<file path="src/hdl/tcgr_pkg.sv">
// Shared types and constants for the text console glyph renderer.
// Depends on nothing; every other file but tcgr_ram takes names from here by scope.
package tcgr_pkg;

    // Font store layout: each glyph occupies a fixed block of rows.
    localparam int BYTES_PER_GLYPH = 16;
    localparam int ROW_ADDR_W      = 4;

    localparam logic [7:0]  NEWLINE_CODE   = 8'd10;

    // Configuration register reset values.
    localparam logic [31:0] DRAW_COLOR_RST = 32'h00FF_FFFF;
    localparam logic [3:0]  FONT_SCALE_RST = 4'd1;
    localparam logic [12:0] SCR_WIDTH_RST  = 13'd640;
    localparam logic [12:0] SCR_HEIGHT_RST = 13'd480;

    // Configuration register indexes.
    localparam logic [1:0] CFG_DRAW_COLOR  = 2'd0;
    localparam logic [1:0] CFG_FONT_SCALE  = 2'd1;
    localparam logic [1:0] CFG_SCR_WIDTH   = 2'd2;
    localparam logic [1:0] CFG_SCR_HEIGHT  = 2'd3;

    typedef enum logic [1:0] {
        CMD_PUT_CHAR   = 2'd0,
        CMD_SET_CURSOR = 2'd1,
        CMD_LOAD_FONT  = 2'd2,
        CMD_NOP        = 2'd3
    } t_cmd;

    typedef enum logic [2:0] {
        ST_IDLE,
        ST_DECODE,
        ST_SET_CLAMP,
        ST_CHAR,
        ST_EMIT
    } t_state;

    typedef struct packed {
        logic [1:0]  command;
        logic [7:0]  char_code;
        logic [9:0]  cell_column;
        logic [9:0]  cell_row;
        logic [11:0] font_address;
        logic [7:0]  font_byte;
    } t_in;

    typedef struct packed {
        logic [23:0] pixel_index;
        logic [7:0]  pixel_mask;
        logic [31:0] pixel_color;
        logic        last;
    } t_out;

    // Controller to datapath.
    typedef struct packed {
        logic load_item;
        logic font_we;
        logic set_mul;
        logic wrap;
        logic set_cursor;
        logic newline;
        logic glyph_start;
        logic row_load;
    } t_dp_cmd;

    // Datapath to controller.
    typedef struct packed {
        t_cmd command;
        logic is_newline;
        logic out_space;
        logic last_row;
    } t_dp_status;

endpackage

</file>
<file path="src/hdl/tcgr_ctrl.sv">
// Sequencing state machine of the glyph renderer.
// Depends on tcgr_pkg (state, command and status types).
module tcgr_ctrl (
    input  logic                 i_clk,
    input  logic                 i_rst_n,
    input  logic                 i_in_valid,
    output logic                 o_in_ready,
    input  tcgr_pkg::t_dp_status i_status,
    output tcgr_pkg::t_dp_cmd    o_cmd
);

    tcgr_pkg::t_state r_state;
    tcgr_pkg::t_state n_state;

    always_ff @(posedge i_clk) begin
        if (!i_rst_n) begin
            r_state <= tcgr_pkg::ST_IDLE;
        end else begin
            r_state <= n_state;
        end
    end

    always_comb begin
        n_state = r_state;
        case (r_state)
            tcgr_pkg::ST_IDLE: begin
                if (i_in_valid) begin
                    n_state = tcgr_pkg::ST_DECODE;
                end
            end
            tcgr_pkg::ST_DECODE: begin
                case (i_status.command)
                    tcgr_pkg::CMD_PUT_CHAR:   n_state = tcgr_pkg::ST_CHAR;
                    tcgr_pkg::CMD_SET_CURSOR: n_state = tcgr_pkg::ST_SET_CLAMP;
                    default:                  n_state = tcgr_pkg::ST_IDLE;
                endcase
            end
            tcgr_pkg::ST_SET_CLAMP: n_state = tcgr_pkg::ST_IDLE;
            tcgr_pkg::ST_CHAR: begin
                n_state = i_status.is_newline ? tcgr_pkg::ST_IDLE : tcgr_pkg::ST_EMIT;
            end
            tcgr_pkg::ST_EMIT: begin
                if (i_status.out_space && i_status.last_row) begin
                    n_state = tcgr_pkg::ST_IDLE;
                end
            end
            default: n_state = tcgr_pkg::ST_IDLE;
        endcase
    end

    always_comb begin
        o_cmd      = '0;
        o_in_ready = 1'b0;
        case (r_state)
            tcgr_pkg::ST_IDLE: begin
                o_in_ready      = 1'b1;
                o_cmd.load_item = i_in_valid;
            end
            tcgr_pkg::ST_DECODE: begin
                o_cmd.font_we = (i_status.command == tcgr_pkg::CMD_LOAD_FONT);
                o_cmd.set_mul = (i_status.command == tcgr_pkg::CMD_SET_CURSOR);
                o_cmd.wrap    = (i_status.command == tcgr_pkg::CMD_PUT_CHAR);
            end
            tcgr_pkg::ST_SET_CLAMP: o_cmd.set_cursor = 1'b1;
            tcgr_pkg::ST_CHAR: begin
                o_cmd.newline     = i_status.is_newline;
                o_cmd.glyph_start = !i_status.is_newline;
            end
            tcgr_pkg::ST_EMIT: o_cmd.row_load = i_status.out_space;
            default: o_cmd = '0;
        endcase
    end

endmodule

</file>
<file path="config.mk">
export PLATFORM = sky130hd
export DESIGN_NAME = tcgr_ctrl
export DESIGN_NICKNAME = d
export VERILOG_FILES = /design/src/hdl/tcgr_pkg.sv /design/src/hdl/tcgr_ctrl.sv
export SDC_FILE = /design/constraint.sdc
export NUM_CORES = 1
export LEC_CHECK = 0
export ABC_CLOCK_PERIOD_IN_PS = 1270
export BUFFER_PORTS_ARGS = -buffer_cell sky130_fd_sc_hd__buf_2
export CAP_MARGIN = 10
export CORE_AREA = 2 2 39 41
export CTS_CLUSTER_SIZE = 10
export DETAILED_ROUTE_END_ITERATION = 16
export DIE_AREA = 0 0 41 43
export GPL_TIMING_DRIVEN = 0
export SETUP_SLACK_MARGIN = 0.15
export SKIP_CTS_REPAIR_TIMING = 1
export SLEW_MARGIN = 15
export SYNTH_ARGS = -nofsm -noshare
export SYNTH_HDL_FRONTEND = slang
export SYNTH_SLANG_ARGS = --single-unit
export TNS_END_PERCENT = 1
</file>
<file path="constraint.sdc">
create_clock -name i_clk -period 1.27 [get_ports i_clk]
set_input_delay 0.127 -clock i_clk [delete_from_list [all_inputs] [get_ports i_clk]]
set_output_delay 0.127 -clock i_clk [all_outputs]
set_load 0.02 [all_outputs]
</file>
==> run metrics <==
status=finished with violations; failing checks=negative setup slack; leak pwr=~0.19 nW; Net Switching=96.17 uW; routed vias=between 200 and 250; Main synth FF type=dfxtp_1; share of layout cells above drive strength 1=0.6905; Worst EP required=1.14 ns; Num CTS Buffers=3; Avg Cell Area, Syn=9.043 sq um; worst slew pin tran=roughly 0.24 ns; most frequent cell after synthesis=dfxtp_1; post-synthesis mux area share=0; Pre-Repair DR Iteration Count=1; starting density of the core=0.1438; DRC violation count after routing=0; Netlist Area Pre-Place=198.9 sq um; largest net degree at the start of global routing=9; worst slack, placed=roughly 0.15 ns; Setup-failing EPs final=1; number of top-level pins=17; Area Growth Syn to Fin=98.74%; Tmin final=around 1.3 ns; CP max stage delay=approximately 0.36 ns; R2R cell count=3; layout net count=between 50 and 60; critical path depth=4; # diodes=0; Tightest Hold Check Type=in -> reg; top post-synthesis cells by count=3 x dfxtp_1, 2 x and2_1, 2 x and3_1; vias per cell=4.086; Critical Path Start Type=register; std cell rows=14; Min-Delay Startpoint=i_rst_n; largest reg by FF count=r_state; hpwl dp=~440 um; Synth area leader=dfxtp_1; Die ar.=1763 sq um; RSZ-0062 raised after global routing=true; FFs w/ async S/R, synth=0; FF-to-FF Start=r_state[2]; total power=roughly 350 uW; cell internal pwr=249.9 uW; Clock Skew=0.001079 ns; slowest CP cell=dfxtp_4; Sw Ratio=0.2779; syn_nets=30; Synth Register Bits=3; wire per inst=approximately 10 um; Setup WS post-layout=-0.02444 ns; clock sink count=3; worst relative slew slack=0.8404; CP Capture Type=primary output; gr usage total=0.07430; Clock transition at path regs=0.04 ns; post-synthesis compound-gate area fraction=0.08805; P per Cell Area=roughly 900 nW/um^2; hold path cells=2; reg2reg setup slack=between 0.3 and 0.4 ns; maximum vdd ir drop=roughly 0.24 mV; worst skew pair latency=about 0.23 ns; first-pass GRT wire length=slightly below 800 um; largest family of logic cells by synthesized area=simple AND/OR/NAND/NOR gates; global placer's final weighted congestion=just under 0.7; sequential area share after synthesis=0.3019; Tcrit/Tclk final=1.019; Post-Synth Simple-Gate Area=0.5912; XOR/XNOR share of the synthesized area=0; Synth Area in Adders=0; Cells after Synth=22; Clock Tree Buf Depth=2; Horiz. Die Dim=around 41 um; die span in y=approximately 43 um; top flop regs=r_state: 3 flops; Area contributors post-synth=dfxtp_1 30%, nand2b_4 6.9%, and2_1 6.3%; gr ovfl total=0; yosys warns=0; Comb pwr share=0.219; Max Transition Viols Final=0; Worst R2R End=r_state[0]; Buf+Inv Stages, Crit Path=1; Routed Wire Length=between 500 and 600 um; CP Max Fanout=6; Clk pwr share=0.483; Final Hold Fails=0; max frequency=just under 0.8 GHz; core area=1384 sq um; max-cap viol count=0; Top delay family on crit path=simple AND/OR/NAND/NOR gates; fin area=approximately 400 sq um; TritonCTS clock tree=done; critical path, cell by cell=nand2b_4 -> nor3_4 -> and2_1 -> buf_4; Area after DPL=approximately 310 sq um; crit path DAT=between 1 and 1.5 ns; Flop pwr share=0.299; max reg flops=3; clock root buffer=clkbuf_4; area share of the largest cell type after synthesis=0.3019; Final ANT Viol Nets=0; critical path type=reg -> out; Netlist cell types=18; buffers added on ports=16; H-tree Lvls=1; number of synthesized flops with an enable pin=0; hold endpoint=r_state[1]; vias in the first global route=215; drt initial violations=0; initial antenna violation count=0; Final Util=0.2857
-- kinds of logic after synthesis --
logic type / after synthesis
AOI/OAI and AO/OA: 2
buffers and inverters: 1
DFF: 3
and+or+nand+nor: 16
-- layer usage --
| metal | vias to the layer above | global-route usage | part of all wire |
|---|---|---|---|
| met5 | - | 0 | 0 |
| met4 | 0 | 0.1000 | 0 |
| met3 | 0 | 0.03665 | 0.088 |
| met2 | 9 | 0.1000 | 0.55 |
| met1 | 110 | 0.06431 | 0.36 |
| li1 | 118 | - | - |
-- worst max-delay path by stage --
stage	start	endpoint	slack, ns
finish	r_state[2]	o_cmd[5]	-0.02
global route	r_state[2]	o_cmd[5]	-0.08
CTS	r_state[0]	o_cmd[5]	-0.10
detailed placement	r_state[0]	o_cmd[5]	0.15
global placement	r_state[0]	o_cmd[5]	0.16
floorplan	r_state[1]	r_state[0]	0.05
-- power by group through the flow --
stage	registers [mW]	logic, mW	clock network, mW
2_1_floorplan	0.105	0.0371	0
3_3_place_gp	0.106	0.0610	0
3_5_place_dp	0.106	0.0626	0
4_1_cts	0.105	0.0629	0.176
5_1_grt	0.104	0.0826	0.179
6_report	0.103	0.0756	0.167
-- area by class of cell --
| type | instances | area, sq um |
|---|---|---|
| Multi-Input combinational cell | 18 | 178.9 |
| Tap cell | 16 | 20.02 |
| Inverter | 1 | 3.754 |
| Clock buffer | 4 | 26.28 |
| Fill cell | 158 | 988.4 |
| Timing Repair Buffer | 16 | 95.09 |
| Sequential cell | 3 | 71.32 |
-- through the flow --
stage	setup TNS [ns]	cells	hold WS, ns
global placement	0	54	0.3595
finish	-0.02444	58	0.1319
global route	-0.2029	58	0.1336
detailed placement	0	54	0.3699
floorplan	0	22	0.2487
CTS	-0.3651	58	0.1219
-- worst register-to-register path: stages, from the launching register on --
cell and delay [ns]:
dfxtp_4 0.36, nand2b_4 0.18, nor4_4 0.17, o211a_1 0.19
-- layout by cell type, fill, tap and decap left out, types with 2 or more instances in the layout --
master and n:
and3_1 2, and2_1 2, nor3_4 2, clkbuf_4 3
buf_2 10, dfxtp_4 3, buf_4 6
Note: power is estimated with default switching activity, not from simulation.
