File: config.mk
export PLATFORM = sky130hd
export DESIGN_NAME = tcgr_dp
export DESIGN_NICKNAME = d
export VERILOG_FILES = /design/src/hdl/tcgr_pkg.sv /design/src/hdl/tcgr_dp.sv
export SDC_FILE = /design/constraint.sdc
export NUM_CORES = 1
export LEC_CHECK = 0
export BUFFER_PORTS_ARGS = -buffer_cell sky130_fd_sc_hd__buf_4
export CORE_MARGIN = 5
export CORE_UTILIZATION = 55
export DETAILED_ROUTE_END_ITERATION = 6
export MAX_ROUTING_LAYER = met4
export PLACE_DENSITY_LB_ADDON = 0.05
export SLEW_MARGIN = 5
export SYNTH_ARGS = -nofsm -noshare
export SYNTH_HDL_FRONTEND = slang
export SYNTH_SLANG_ARGS = --single-unit
File: constraint.sdc
create_clock -name i_clk -period 9.37 [get_ports i_clk]
set_input_delay 1.4055 -clock i_clk [delete_from_list [all_inputs] [get_ports i_clk]]
set_output_delay 1.4055 -clock i_clk [all_outputs]
set_load 0.1 [all_outputs]
File: src/hdl/tcgr_pkg.sv
// Shared types and constants for the text console glyph renderer.
// Depends on nothing; every other file but tcgr_ram takes names from here by scope.
package tcgr_pkg;

    // Font store layout: each glyph occupies a fixed block of rows.
    localparam int BYTES_PER_GLYPH = 16;
    localparam int ROW_ADDR_W      = 4;

    localparam logic [7:0]  NEWLINE_CODE   = 8'd10;

    // Configuration register reset values.
    localparam logic [31:0] DRAW_COLOR_RST = 32'h00FF_FFFF;
    localparam logic [3:0]  FONT_SCALE_RST = 4'd1;
    localparam logic [12:0] SCR_WIDTH_RST  = 13'd640;
    localparam logic [12:0] SCR_HEIGHT_RST = 13'd480;

    // Configuration register indexes.
    localparam logic [1:0] CFG_DRAW_COLOR  = 2'd0;
    localparam logic [1:0] CFG_FONT_SCALE  = 2'd1;
    localparam logic [1:0] CFG_SCR_WIDTH   = 2'd2;
    localparam logic [1:0] CFG_SCR_HEIGHT  = 2'd3;

    typedef enum logic [1:0] {
        CMD_PUT_CHAR   = 2'd0,
        CMD_SET_CURSOR = 2'd1,
        CMD_LOAD_FONT  = 2'd2,
        CMD_NOP        = 2'd3
    } t_cmd;

    typedef enum logic [2:0] {
        ST_IDLE,
        ST_DECODE,
        ST_SET_CLAMP,
        ST_CHAR,
        ST_EMIT
    } t_state;

    typedef struct packed {
        logic [1:0]  command;
        logic [7:0]  char_code;
        logic [9:0]  cell_column;
        logic [9:0]  cell_row;
        logic [11:0] font_address;
        logic [7:0]  font_byte;
    } t_in;

    typedef struct packed {
        logic [23:0] pixel_index;
        logic [7:0]  pixel_mask;
        logic [31:0] pixel_color;
        logic        last;
    } t_out;

    // Controller to datapath.
    typedef struct packed {
        logic load_item;
        logic font_we;
        logic set_mul;
        logic wrap;
        logic set_cursor;
        logic newline;
        logic glyph_start;
        logic row_load;
    } t_dp_cmd;

    // Datapath to controller.
    typedef struct packed {
        t_cmd command;
        logic is_newline;
        logic out_space;
        logic last_row;
    } t_dp_status;

endpackage

File: src/hdl/tcgr_dp.sv
// Datapath of the glyph renderer: config registers, cursor, row address
// generation, mask logic and the output register. Depends on tcgr_pkg.
module tcgr_dp #(
    parameter int GLYPH_COUNT   = 256,
    parameter int GLYPH_ROWS    = 16,
    parameter int MAX_DIMENSION = 4096,
    parameter int AW            = $clog2(GLYPH_COUNT * tcgr_pkg::BYTES_PER_GLYPH)
) (
    input  logic                 i_clk,
    input  logic                 i_rst_n,
    input  tcgr_pkg::t_dp_cmd    i_cmd,
    output tcgr_pkg::t_dp_status o_status,
    input  tcgr_pkg::t_in        i_in_data,
    input  logic                 i_cfg_valid,
    input  logic [1:0]           i_cfg_index,
    input  logic [31:0]          i_cfg_data,
    output logic                 o_out_valid,
    input  logic                 i_out_ready,
    output tcgr_pkg::t_out       o_out_data,
    output logic                 o_ram_we,
    output logic [AW-1:0]        o_ram_waddr,
    output logic [7:0]           o_ram_wdata,
    output logic                 o_ram_re,
    output logic [AW-1:0]        o_ram_raddr,
    input  logic [7:0]           i_ram_rdata
);

    localparam int STORE_SIZE = GLYPH_COUNT * tcgr_pkg::BYTES_PER_GLYPH;
    localparam int RAW        = tcgr_pkg::ROW_ADDR_W;
    localparam int GW         = AW - RAW;
    localparam int RW         = $clog2(GLYPH_ROWS);

    function automatic logic signed [13:0] sat14(input logic signed [17:0] v);
        logic signed [13:0] res;
        if (v > 18'sd8191) begin
            res = 14'sd8191;
        end else if (v < -18'sd8192) begin
            res = -14'sd8192;
        end else begin
            res = v[13:0];
        end
        return res;
    endfunction

    tcgr_pkg::t_in      r_item;
    logic [31:0]        r_color;
    logic [3:0]         r_scale;
    logic [12:0]        r_width;
    logic [12:0]        r_height;
    logic signed [13:0] r_cx;
    logic signed [13:0] r_cy;
    logic [16:0]        r_px;
    logic [16:0]        r_py;
    logic [23:0]        r_row_pix;
    logic signed [14:0] r_row_y;
    logic [7:0]         r_col_mask;
    logic [RW-1:0]      r_row_cnt;
    logic               r_out_valid;
    tcgr_pkg::t_out     r_out;

    logic [6:0]         w_adv;
    logic [6:0]         w_step;
    logic [12:0]        w_w;
    logic [12:0]        w_h;
    logic signed [14:0] w_w_s;
    logic signed [14:0] w_h_s;
    logic signed [14:0] w_cx_s;
    logic signed [17:0] w_cx18;
    logic signed [17:0] w_cy18;
    logic signed [17:0] w_adv18;
    logic signed [17:0] w_step18;
    logic               w_wrap;
    logic signed [17:0] w_px_c;
    logic signed [17:0] w_py_c;
    logic signed [27:0] w_base_prod;
    logic [23:0]        w_row_base;
    logic [7:0]         w_col_mask;
    logic               w_row_ok;
    logic [8:0]         w_ch9;
    logic [8:0]         w_chmod;
    logic [GW-1:0]      w_glyph;
    logic [RW-1:0]      w_next_cnt;
    logic [RAW-1:0]     w_rd_row;
    logic               w_out_space;

    // Cell geometry and clipped frame size.
    assign w_adv    = 7'({3'b000, r_scale} << 2) + {3'b000, r_scale};
    assign w_step   = {r_scale, 3'b000};
    assign w_w      = (r_width > 13'(MAX_DIMENSION)) ? 13'(MAX_DIMENSION) : r_width;
    assign w_h      = (r_height > 13'(MAX_DIMENSION)) ? 13'(MAX_DIMENSION) : r_height;
    assign w_w_s    = $signed({2'b00, w_w});
    assign w_h_s    = $signed({2'b00, w_h});
    assign w_cx_s   = $signed({r_cx[13], r_cx});
    assign w_cx18   = $signed({{4{r_cx[13]}}, r_cx});
    assign w_cy18   = $signed({{4{r_cy[13]}}, r_cy});
    assign w_adv18  = $signed({11'd0, w_adv});
    assign w_step18 = $signed({11'd0, w_step});

    assign w_wrap = (w_cx_s + $signed({8'd0, w_adv})) >= w_w_s;

    // Clamp the cell position to the frame, then step one cell back.
    assign w_px_c = ({1'b0, r_px} >= {5'd0, w_w}) ?
                    ($signed({5'd0, w_w}) - w_adv18) : $signed({1'b0, r_px});
    assign w_py_c = ({1'b0, r_py} >= {5'd0, w_h}) ?
                    ($signed({5'd0, w_h}) - w_step18) : $signed({1'b0, r_py});

    // Linear index of the glyph's top-left pixel, wrapped to 24 bits.
    assign w_base_prod = $signed(r_cy) * $signed({1'b0, w_w});
    assign w_row_base  = w_base_prod[23:0] + {{10{r_cx[13]}}, r_cx};

    always_comb begin
        logic signed [14:0] px;
        for (int j = 0; j < 8; j++) begin
            px = w_cx_s + $signed(15'(j));
            w_col_mask[7-j] = (px >= 15'sd0) && (px < w_w_s);
        end
    end

    assign w_row_ok = (r_row_y >= 15'sd0) && (r_row_y < w_h_s);

    // Glyph select wraps modulo the glyph count.
    assign w_ch9      = {1'b0, r_item.char_code};
    assign w_chmod    = (w_ch9 >= 9'(GLYPH_COUNT)) ? (w_ch9 - 9'(GLYPH_COUNT)) : w_ch9;
    assign w_glyph    = w_chmod[GW-1:0];
    assign w_next_cnt = r_row_cnt + 1'b1;
    assign w_rd_row   = i_cmd.glyph_start ? '0 : RAW'(w_next_cnt);

    assign o_ram_we    = i_cmd.font_we && ({1'b0, r_item.font_address} < 13'(STORE_SIZE));
    assign o_ram_waddr = r_item.font_address[AW-1:0];
    assign o_ram_wdata = r_item.font_byte;
    assign o_ram_re    = i_cmd.glyph_start || i_cmd.row_load;
    assign o_ram_raddr = {w_glyph, w_rd_row};

    assign w_out_space = !r_out_valid || i_out_ready;

    assign o_status.command    = tcgr_pkg::t_cmd'(r_item.command);
    assign o_status.is_newline = (r_item.char_code == tcgr_pkg::NEWLINE_CODE);
    assign o_status.out_space  = w_out_space;
    assign o_status.last_row   = (r_row_cnt == RW'(GLYPH_ROWS - 1));

    always_ff @(posedge i_clk) begin
        if (i_cmd.load_item) begin
            r_item <= i_in_data;
        end
    end

    always_ff @(posedge i_clk) begin
        if (!i_rst_n) begin
            r_color  <= tcgr_pkg::DRAW_COLOR_RST;
            r_scale  <= tcgr_pkg::FONT_SCALE_RST;
            r_width  <= tcgr_pkg::SCR_WIDTH_RST;
            r_height <= tcgr_pkg::SCR_HEIGHT_RST;
        end else if (i_cfg_valid) begin
            case (i_cfg_index)
                tcgr_pkg::CFG_DRAW_COLOR: r_color  <= i_cfg_data;
                tcgr_pkg::CFG_FONT_SCALE: r_scale  <= i_cfg_data[3:0];
                tcgr_pkg::CFG_SCR_WIDTH:  r_width  <= i_cfg_data[12:0];
                tcgr_pkg::CFG_SCR_HEIGHT: r_height <= i_cfg_data[12:0];
                default: ;
            endcase
        end
    end

    always_ff @(posedge i_clk) begin
        if (!i_rst_n) begin
            r_cx <= '0;
            r_cy <= '0;
        end else if (i_cmd.wrap) begin
            if (w_wrap) begin
                r_cy <= sat14(w_cy18 + w_step18);
                r_cx <= '0;
            end
        end else if (i_cmd.set_cursor) begin
            r_cx <= sat14(w_px_c - w_adv18);
            r_cy <= sat14(w_py_c - w_step18);
        end else if (i_cmd.newline) begin
            r_cy <= sat14(w_cy18 + w_step18);
            r_cx <= 14'sd1;
        end else if (i_cmd.glyph_start) begin
            r_cx <= sat14(w_cx18 + w_adv18);
        end
    end

    always_ff @(posedge i_clk) begin
        if (i_cmd.set_mul) begin
            r_px <= {7'd0, r_item.cell_column} * {10'd0, w_adv};
            r_py <= {7'd0, r_item.cell_row} * {10'd0, w_step};
        end
    end

    // Row walker: capture the glyph origin, then advance one row per transfer.
    always_ff @(posedge i_clk) begin
        if (!i_rst_n) begin
            r_row_cnt <= '0;
        end else if (i_cmd.glyph_start) begin
            r_row_cnt <= '0;
        end else if (i_cmd.row_load) begin
            r_row_cnt <= w_next_cnt;
        end
    end

    always_ff @(posedge i_clk) begin
        if (i_cmd.glyph_start) begin
            r_row_pix  <= w_row_base;
            r_row_y    <= w_cx_s - w_cx_s + $signed({r_cy[13], r_cy});
            r_col_mask <= w_col_mask;
        end else if (i_cmd.row_load) begin
            r_row_pix <= r_row_pix + {11'd0, w_w};
            r_row_y   <= r_row_y + 15'sd1;
        end
    end

    always_ff @(posedge i_clk) begin
        if (!i_rst_n) begin
            r_out_valid <= 1'b0;
        end else if (i_cmd.row_load) begin
            r_out_valid <= 1'b1;
        end else if (i_out_ready) begin
            r_out_valid <= 1'b0;
        end
    end

    always_ff @(posedge i_clk) begin
        if (i_cmd.row_load) begin
            r_out.pixel_index <= r_row_pix;
            r_out.pixel_mask  <= i_ram_rdata & r_col_mask & {8{w_row_ok}};
            r_out.pixel_color <= r_color;
            r_out.last        <= (r_row_cnt == RW'(GLYPH_ROWS - 1));
        end
    end

    assign o_out_valid = r_out_valid;
    assign o_out_data  = r_out;

endmodule

==> summary.md, run 1 <==
| Metric | Value |
|---|---|
| CP arrival | around 7.5 ns |
| Sequential share of power | around a third |
| Crit path buf inv count | 4 |
| Worst Hold Depth | 0 |
| Max VDD drop | between 0.1 and 0.15 mV |
| LEAKAGE | between 10 and 15 nW |
| RSZ-0062 raised after global routing | false |
| Worst-Skew Late Latency | between 0.5 and 0.6 ns |
| Slew HR | between 10% and 20% |
| Flops & latches, synth | between 200 and 300 |
| YS warnings | 0 |
| Placed insts | 3975 |
| First-pass GRT wire length | 133000 um |
| WL per Instance | 20.8 um |
| Top cells by area, synth | edfxtp_1 20%, fa_1 16%, ha_1 15%, dfxtp_1 6.5%, nand2_1 5.7% |
| Detailed-route via count | approximately 24000 |
| GR Layer Usage met2 | about 48% |
| CP endpoint kind | flip-flop |
| Top cell type by total area after synthesis | edfxtp_1 |
| Syn_area_per_cell | just over 9 um2 |
| Clk root buf | clkbuf_16 |
| Layout cells sized above 1 | between 10% and 20% |
| CTS Sinks | around 290 |
| Post-synth top flop | edfxtp_1 |
| Tcrit/Tclk final | roughly 77% |
| CP Cell Sequence | buf_4, nor2b_1, inv_1, buf_4, nor2_1, fa_1, fa_1, inv_1, fa_1, fa_1, fa_1, fa_1, xnor2_1, xnor2_1, xnor2_1, xnor2_1, xnor2_1, nor4bb_1, mux2_2, a211oi_1 |
| CP most frequent cell | fa_1 |
| Iter 0 DRT Violations | ~1900 |
| Initial antenna violation count | 1 |
| Cell-internal power | around 3.2 mW |
| FP Rows | 84 |
| CTS tree | built |
| Netlist cell types | 107 |
| Fmax | roughly 140 MHz |
| CP max FO | 26 |
| Die span in y | 241 um |
| Filler cell count | roughly 4600 |
| CP delay by family, top | adder cells |
| Comb power frac | about two fifths |
| M1 GR Usage | between 40% and 50% |
| Clk buf depth | 3 |
| Power Density | approximately 160 nW/um2 |
| CP Launch Type | flip-flop |
| Worst-Margin Slew | 1.29 ns |
| Pre-antenna DRT Iters | 6 |
| I/O pin cnt | 209 |
| Critical Path Max Stage Delay | just over 1 ns |
| H-tree lvl count | 2 |
| # Post-CTS Setup Buffers | 0 |
| Vias in the first global route | approximately 24000 |
| EDFF count, synth | between 150 and 200 |
| WL final | approximately 84000 um |
| GP Congestion | 1.00 |
| Fin crit period | roughly 7.2 ns |
| Fin. max-slew vios | 0 |
| Hold WC Path Type | flip-flop to flip-flop |
| CTS resizes | 0 |
| PortBufs | between 200 and 250 |
| Switch share | about two fifths |
| Final HPWL DP | 64300 um |
| Largest net degree at the start of global routing | 75 |
| Core Area | roughly 53000 um2 |
| Most crowded layer after global routing | met2 |
| Switch Pwr | just over 2 mW |
| Drt via density | between 5 and 6 |
| Drc violations | 0 |
| Crit Path Class | flip-flop to flip-flop |
| Worst path slowest cell | nor2b_1 |
| Finish-stage setup viols | 0 |
| Die Footprint | ~58000 um2 |
| Finished Layout Cells | just over 4000 |
| GRT Total Usage | around 30% |
| # nets final | around 4000 |
| Post-CTS Hold Fix Bufs | 0 |
| Worst Skew | around 0.033 ns |
| Setup TNS | 0 ns |
| Syn-to-layout area delta | 11.0% |
| Clock power frac | a little over a quarter |
| Synth top cells by count | 442 x nand2_1, 351 x inv_1, 339 x ha_1 |
| Max_cap viols | 0 |
| Synthesized area | slightly below 30000 um2 |
| Ant diodes | 0 |
| Seq/Total Area, Yosys | 26.3% |
| Clock buffer count from CTS | 37 |
| Initial Utilization | roughly 56% |
| Required @ worst endpoint | slightly below 10 ns |
| Syn Nets | between 3000 and 4000 |
| FF-to-FF path depth | 20 |
| Most frequent cell after synthesis | nand2_1 |
| Grt total ovfl | 0 |
| Met3 usage | slightly above 4% |
| Crit. path cell count | 20 |
| Ys async rst share | 0% |
| CTS clk-pin slew, worst paths | roughly 0.07 ns |
| Final hold violation count | 0 |
| Die width | 241 um |
| Post-route ant nets | 0 |
| Outcome | finished clean |
| Synth Instances | 3181 |
| Area share of the largest cell type after synthesis | approximately 20% |
[state kept, by name, summed over array words and instances, names as in the netlist]
register,count
r_height,13
r_row_pix,24
r_cx,14
r_px,17
r_color,32
o_status,2
o_out_data,65
o_ram_waddr,12
r_row_cnt,4
r_item,28
r_width,13
r_scale,4
r_py,14
o_ram_wdata,8
r_col_mask,8
o_out_valid,1
r_row_y,15
r_cy,14
[cell type report]
class | count | area, um2 | area share (%)
repair buffers | 247 | 1850 | 5.71
clock inverters | 17 | 171 | 0.528
multi-input cells | 2389 | 19500 | 60.1
flip-flops and latches | 288 | 7700 | 23.7
clock buffers | 51 | 998 | 3.08
inverters | 363 | 1360 | 4.20
well taps | 688 | 861 | 2.65
[power groups by stage]
stage	Combinational (mW)	Sequential, mW	Clock [mW]
6_report	2.12	1.74	1.39
5_1_grt	2.36	1.75	1.47
4_1_cts	2.11	1.73	1.42
3_5_place_dp	2.10	1.76	0
3_3_place_gp	2.05	1.76	0
2_1_floorplan	1.42	1.87	0
[metrics by stage]
stage	utilization (%)	hold WS [ns]	setup slack (ns)	total power [mW]	area, um2
floorplan	-	0.408	2.63	3.29	29200
global placement	59.4	0.412	2.33	3.80	31300
detailed placement	59.4	0.415	2.27	3.85	31300
CTS	61.6	0.429	2.27	5.26	32500
global route	61.6	0.437	1.76	5.58	32500
finish	61.6	0.428	2.16	5.25	32500
[worst reg2reg max path, delay by kind of cell, from the launching register on]
family	cells	cell delay, ns
simple gates	3	1.53
mux	1	0.19
compound gates	1	0.04
flops	1	0.31
xor+xnor	5	0.97
buf+inv	4	0.97
fa+ha+maj	6	2.96
[final timing paths]
kind | start | to | slack, ns
setup reg to reg | r_width[12] | r_row_pix[23] | 2.16
setup / recovery | r_width[12] | r_row_pix[23] | 2.16
hold reg to reg | r_color[30] | o_out_data[31] | 0.43
hold / removal | r_color[30] | o_out_data[31] | 0.43
[metal layers]
metal / up-vias / wire length, um
li1: 11000 / -
met1: 11600 / 36900
met2: 811 / 38700
met3: 161 / 5660
met4: 0 / 2610
met5: - / 0
[cell usage in the layout, fill, tap and decap left out, drive strengths merged, types with 68 or more instances in the layout]
cell and instances:
buf 247, ha 339, xnor2 156, a21oi 159, nand2 442, nor2 224
edfxtp 193, o21ai 115, nand3 89, xor2 68, fa 232, dfxtp 95
inv 364
[logic make-up after synthesis]
logic type	share of synthesized area (%)
flip-flops	26.3
adder cells (fa/ha/maj)	30.4
AO/OA/AOI/OAI	12.6
multiplexers	0.706
XOR/XNOR	6.79
AND/OR/NAND/NOR	16.2
buffers and inverters	6.97
Power figures use the tool's default switching activity.
==> inputs of run 2 (changes only) <==
--- a/config.mk
+++ b/config.mk
@@ -5,6 +5,7 @@
 export SDC_FILE = /design/constraint.sdc
 export NUM_CORES = 1
 export LEC_CHECK = 0
+export ABC_AREA = 1
 export BUFFER_PORTS_ARGS = -buffer_cell sky130_fd_sc_hd__buf_4
 export CORE_MARGIN = 5
 export CORE_UTILIZATION = 55
==> constraint.sdc (replaced) <==
create_clock -name i_clk -period 6.1 [get_ports i_clk]
set_input_delay 0.915 -clock i_clk [delete_from_list [all_inputs] [get_ports i_clk]]
set_output_delay 0.915 -clock i_clk [all_outputs]
set_load 0.1 [all_outputs]
==> summary.md, run 2 <==
| Metric | Value |
|---|---|
| Pre-antenna DRT Iters | 5 |
| EDFF count, synth | about 190 |
| Fin. max-slew vios | 0 |
| GR Layer Usage met2 | 53.8% |
| Crit Path Class | flip-flop to flip-flop |
| Most crowded layer after global routing | met2 |
| Setup crit start | r_width[10] |
| Die Footprint | 58200 um2 |
| YS warnings | 0 |
| Failing checks | negative setup slack |
| Post-synth top flop | edfxtp_1 |
| Required @ worst endpoint | between 6 and 7 ns |
| Max VDD drop | around 0.22 mV |
| Initial antenna violation count | 0 |
| Clk buf depth | 3 |
| Post-DP Area | around 33000 um2 |
| Seq/Total Area, Yosys | around a quarter |
| Largest net degree at the start of global routing | 68 |
| FP Rows | between 80 and 90 |
| Syn_area_per_cell | about 8 um2 |
| Core Area | around 53000 um2 |
| Synthesized area | 29400 um2 |
| LEAKAGE | approximately 17 nW |
| Finish-stage setup viols | 9 |
| Sequential share of power | roughly 28% |
| Final Instance Area | approximately 35000 um2 |
| Top cell type by total area after synthesis | edfxtp_1 |
| Final HPWL DP | slightly above 70000 um |
| CTS Sinks | 288 |
| Die span in y | around 240 um |
| CP max FO | 8 |
| Netlist cell types | 65 |
| Vias in the first global route | approximately 27000 |
| Switch Pwr | 4.06 mW |
| Die width | approximately 240 um |
| H-tree lvl count | 2 |
| Clock buffer count from CTS | 37 |
| Clock power frac | a little under a quarter |
| Slew HR | between 30% and 40% |
| CTS tree | built |
| First-pass GRT wire length | approximately 140000 um |
| Synth Instances | between 3000 and 4000 |
| Worst Skew | 0.0260 ns |
| Layout cells sized above 1 | 18.1% |
| Iter 0 DRT Violations | around 1800 |
| Most frequent cell after synthesis | nand2_1 |
| Hold WC Path Type | flip-flop to flip-flop |
| Ys async rst share | 0% |
| M1 GR Usage | approximately two fifths |
| Outcome | complete, but fails checks |
| Comb power frac | 48.7% |
| Flops & latches, synth | ~290 |
| Cell-internal power | 5.59 mW |
| WL per Instance | approximately 19 um |
| Drc violations | 0 |
| Setup ws final | -0.206 ns |
| GP Congestion | 0.975 |
| Tcrit/Tclk final | 103% |
| CP endpoint kind | flip-flop |
| Worst-Skew Late Latency | 0.54 ns |
| CP arrival | around 6.6 ns |
| Synth top cells by count | 779 x nand2_1, 590 x inv_1, 339 x ha_1 |
| Switch share | between 40% and 50% |
| Syn Nets | approximately 4300 |
| Syn-to-layout area delta | 19.4% |
| Core Util, Final | about two thirds |
| Clk root buf | clkbuf_16 |
| WL final | ~90000 um |
| Worst path slowest cell | fa_1 |
| GRT Total Usage | approximately a third |
| Critical Path Max Stage Delay | about 0.54 ns |
| PortBufs | a little over 200 |
| CTS clk-pin slew, worst paths | ~0.06 ns |
| Fin crit period | 6.31 ns |
| Post-CTS Hold Fix Bufs | 0 |
| RSZ-0062 raised after global routing | true |
| Filler cell count | approximately 4400 |
| # nets final | 4658 |
| Placed insts | 4588 |
| Beginning of the worst hold path | r_color[3] |
| Detailed-route via count | about 26000 |
| Initial Utilization | 55.8% |
| Most frequent cells in the layout | 760 x nand2_1, 572 x inv_1, 425 x buf_4, 323 x ha_1, 298 x nor2_1 |
| Max_cap viols | 0 |
| Max FFs per register | 65 |
| Final hold violation count | 0 |
| Area share of the largest cell type after synthesis | 19.7% |
| Grt total ovfl | 0 |
| Finished Layout Cells | between 4000 and 5000 |
| Ant diodes | 0 |
| Leading cell type in the layout, fill and taps excluded | nand2_1 |
| I/O pin cnt | 209 |
| Met3 usage | roughly 3.8% |
| Post-route ant nets | 0 |
| Drt via density | approximately 5.5 |
| Power Density | between 200 and 300 nW/um2 |
| CP Launch Type | flip-flop |
| Top cells by area, synth | edfxtp_1 20%, fa_1 16%, ha_1 14%, nand2_1 9.9%, inv_1 7.5% |
| Fmax | about 160 MHz |
| Worst-Margin Slew | about 1.0 ns |
| Reg2reg start | r_width[10] |
run 2: per-layer routing:
layer  vias to the layer above  part of all wire (%)
met1                     12400                    42
met2                       907                    48
li1                      12300                     -
met3                       193                   6.4
met4                         0                   3.2
met5                         -                     0
run 2: path summary, 6_finish.rpt:
path / slack, ns / depth (start not counted) / to
min: 0.43 / 0 / o_out_data[4]
max reg2reg: -0.21 / 33 / r_row_pix[21]
min reg2reg: 0.43 / 0 / o_out_data[4]
max: -0.21 / 33 / r_row_pix[21]
run 2: cell type report:
class                      count  area [um2]  share of cell area [%]
timing repair buffer         448        3560                    10.1
inverter                     612        2330                    6.64
multi-input combinational   2596       19400                    55.3
clock inverter                19         216                   0.616
tap                          688         861                    2.45
sequential                   288        7710                    21.9
clock buffer                  47        1020                    2.90
run 2: critical path: cells and delay by family (launching register included):
| kind | cells | cell delay (ns) |
|---|---|---|
| AND/OR/NAND/NOR | 12 | 1.21 |
| XOR/XNOR | 1 | 0.12 |
| AO/OA/AOI/OAI | 4 | 0.63 |
| buffers and inverters | 9 | 0.80 |
| adder cells (fa/ha/maj) | 7 | 2.94 |
| flip-flops | 1 | 0.32 |
run 2: per-stage QoR:
step           hold WS [ns]  worst slack [ns]  TNS (ns)  total power [mW]
3_3_place_gp          0.407            -0.296     -1.26              7.07
4_1_cts               0.428            -0.132    -0.675              9.56
5_1_grt               0.440            -0.552     -4.56              10.3
2_1_floorplan         0.403           0.00535         0              5.89
3_5_place_dp          0.415            -0.322     -2.03              7.23
6_report              0.427            -0.206    -0.871              9.65
run 2: cells by family after synthesis:
logic type	synth area share, %
AO/OA/AOI/OAI	9.49
flip-flops	26.2
XOR/XNOR	4.73
buffers and inverters	9.91
AND/OR/NAND/NOR	19.5
adder cells (fa/ha/maj)	30.2
run 2: power by group through the flow:
stage / sequential, mW / combinational [mW] / clock, mW
2_1_floorplan: 3.03 / 2.86 / 0
3_3_place_gp: 2.73 / 4.34 / 0
3_5_place_dp: 2.75 / 4.48 / 0
4_1_cts: 2.71 / 4.56 / 2.28
5_1_grt: 2.74 / 5.21 / 2.36
6_report: 2.71 / 4.70 / 2.24
run 2: repair_timing:
action | in CTS | in global routing
setup endpoints to repair | 10 | 16
gates resized for setup | 50 | 73
setup buffers | 37 | 8
pin swaps | 44 | 74
cloned | 1 | 0
==> inputs of run 3 (changes only) <==
--- a/config.mk
+++ b/config.mk
@@ -12,6 +12,7 @@
 export DETAILED_ROUTE_END_ITERATION = 6
 export MAX_ROUTING_LAYER = met4
 export PLACE_DENSITY_LB_ADDON = 0.05
+export REMOVE_ABC_BUFFERS = 1
 export SLEW_MARGIN = 5
 export SYNTH_ARGS = -nofsm -noshare
 export SYNTH_HDL_FRONTEND = slang
==> summary.md, run 3 (synthesized netlist as in run 2, its figures left out) <==
| Metric | Value |
|---|---|
| Critical Path Max Stage Delay | approximately 0.55 ns |
| CP most frequent cell | fa_1 |
| Largest net degree at the start of global routing | 62 |
| Die width | 241 um |
| Crit Path Class | flip-flop to flip-flop |
| Reg2Reg Setup Slack | -0.14 ns |
| Power Density | roughly 280 nW/um2 |
| Reg-to-reg endpoint | r_row_pix[23] |
| Required @ worst endpoint | between 6 and 7 ns |
| Clk root buf | clkbuf_16 |
| Layout cells sized above 1 | 17.8% |
| Drt via density | between 5 and 6 |
| Fin. max-slew vios | 0 |
| Outcome | complete, but fails checks |
| Worst path slowest cell | fa_1 |
| WL final | about 90000 um |
| GRT Total Usage | between 30% and 40% |
| Drc violations | 0 |
| Die Footprint | 58200 um2 |
| Slew HR | a little over a quarter |
| LEAKAGE | approximately 18 nW |
| Beginning of the worst hold path | r_color[10] |
| H-tree lvl count | 2 |
| First-pass GRT wire length | around 140000 um |
| FP Rows | 84 |
| Post-CTS Hold Fix Bufs | 0 |
| Filler cell count | 4452 |
| Placed insts | 4597 |
| Die span in y | 241 um |
| Clk buf depth | 3 |
| Setup ws final | -0.139 ns |
| Total power | 9.64 mW |
| Leading cell type in the layout, fill and taps excluded | nand2_1 |
| Finish-stage setup viols | 6 |
| CP Launch Type | flip-flop |
| Initial Utilization | a little under three fifths |
| CP max FO | 8 |
| Core Area | 52800 um2 |
| Tcrit/Tclk final | 102% |
| RSZ-0062 raised after global routing | true |
| Initial antenna violation count | 1 |
| Pre-antenna DRT Iters | 7 |
| Final hold violation count | 0 |
| CTS Sinks | between 200 and 300 |
| Max_cap viols | 0 |
| Failing checks | negative setup slack |
| Worst-Margin Slew | between 1 and 1.5 ns |
| Iter 0 DRT Violations | between 1500 and 2000 |
| CTS tree | built |
| FF-to-FF path depth | 29 |
| Detailed-route via count | 25700 |
| Met3 usage | 4.08% |
| Hold WC Path Type | flip-flop to flip-flop |
| Fin crit period | 6.24 ns |
| Worst Hold Depth | 0 |
| Fmax | 160 MHz |
| PortBufs | 206 |
| Max VDD drop | 0.236 mV |
| Syn-to-layout area delta | 19.0% |
| Clock buffer count from CTS | 37 |
| Most crowded layer after global routing | met2 |
| WL per Instance | 18.7 um |
| Post-route ant nets | 0 |
| Hold slack | around 0.42 ns |
| Most frequent cells in the layout | 762 x nand2_1, 581 x inv_1, 428 x buf_4, 324 x ha_1, 302 x nor2_1 |
| GR Layer Usage met2 | 52.0% |
| CTS clk-pin slew, worst paths | ~0.060 ns |
| Worst Skew | 0.0436 ns |
| Max FFs per register | between 60 and 70 |
| Vias in the first global route | about 26000 |
| Finished Layout Cells | 4704 |
| CP arrival | between 6 and 7 ns |
| GP Congestion | ~0.99 |
| I/O pin cnt | roughly 210 |
| Hold Crit Endpoint | o_out_data[11] |
| Grt total ovfl | 0 |
| CP endpoint kind | flip-flop |
| Worst-Skew Late Latency | approximately 0.58 ns |
| Final HPWL DP | between 70000 and 80000 um |
| Reg2reg start | r_width[5] |
| M1 GR Usage | between 40% and 50% |
| # nets final | 4661 |
run 3: timing repair:
| item | 4_1_cts | 5_1_grt |
|---|---|---|
| pin swaps | 72 | 19 |
| buffers inserted | 31 | 6 |
| endpoints found under the setup margin | 13 | 16 |
| cloned | 1 | 0 |
| resized for setup | 105 | 54 |
run 3: cell type report:
class	count	area (um2)	share of cell area [%]
clock inverters	28	304	0.868
repair buffers	451	3520	10.1
flip-flops and latches	288	7700	22.0
inverters	612	2310	6.60
well taps	688	861	2.46
multi-input cells	2596	19400	55.2
clock buffers	40	980	2.80
diodes	1	2.50	0.00714
run 3: routing by layer:
layer / vias up / routed length (um)
met3: 194 / 5460
met2: 821 / 42400
met4: 0 / 2850
met5: - / 0
li1: 12300 / -
met1: 12300 / 37200
run 3: where the power goes:
part           internal [mW]  switching [mW]
registers               2.48           0.238
clock network           1.32           0.945
logic                   1.73            2.93
total                   5.53            4.11
run 3: worst max path at each step:
stage | start | end | slack (ns) | cells after the start
2_1_floorplan | r_width[7] | r_row_pix[23] | -0.98 | 26
3_3_place_gp | r_width[5] | r_row_pix[20] | -0.29 | 32
3_5_place_dp | r_width[10] | r_row_pix[23] | -0.46 | 29
4_1_cts | r_width[11] | r_row_pix[21] | -0.10 | 31
5_1_grt | r_width[4] | r_row_pix[17] | -0.49 | 33
6_report | r_width[5] | r_row_pix[23] | -0.14 | 29
run 3: worst max-delay path: cells and delay by family, from the launching register on:
kind | cells | cell delay, ns
fa+ha+maj | 7 | 3.24
flops | 1 | 0.33
buf+inv | 8 | 0.73
compound gates | 4 | 0.82
simple gates | 10 | 0.84
run 3: per-stage QoR:
step	cell area [um2]	util, %	setup TNS [ns]	worst slack (ns)
5_1_grt	35000	66.4	-3.55	-0.494
6_report	35000	66.4	-0.597	-0.139
2_1_floorplan	28800	-	-6.47	-0.981
4_1_cts	34800	65.9	-0.303	-0.102
3_5_place_dp	32800	62.2	-3.57	-0.462
3_3_place_gp	32800	62.2	-1.98	-0.294
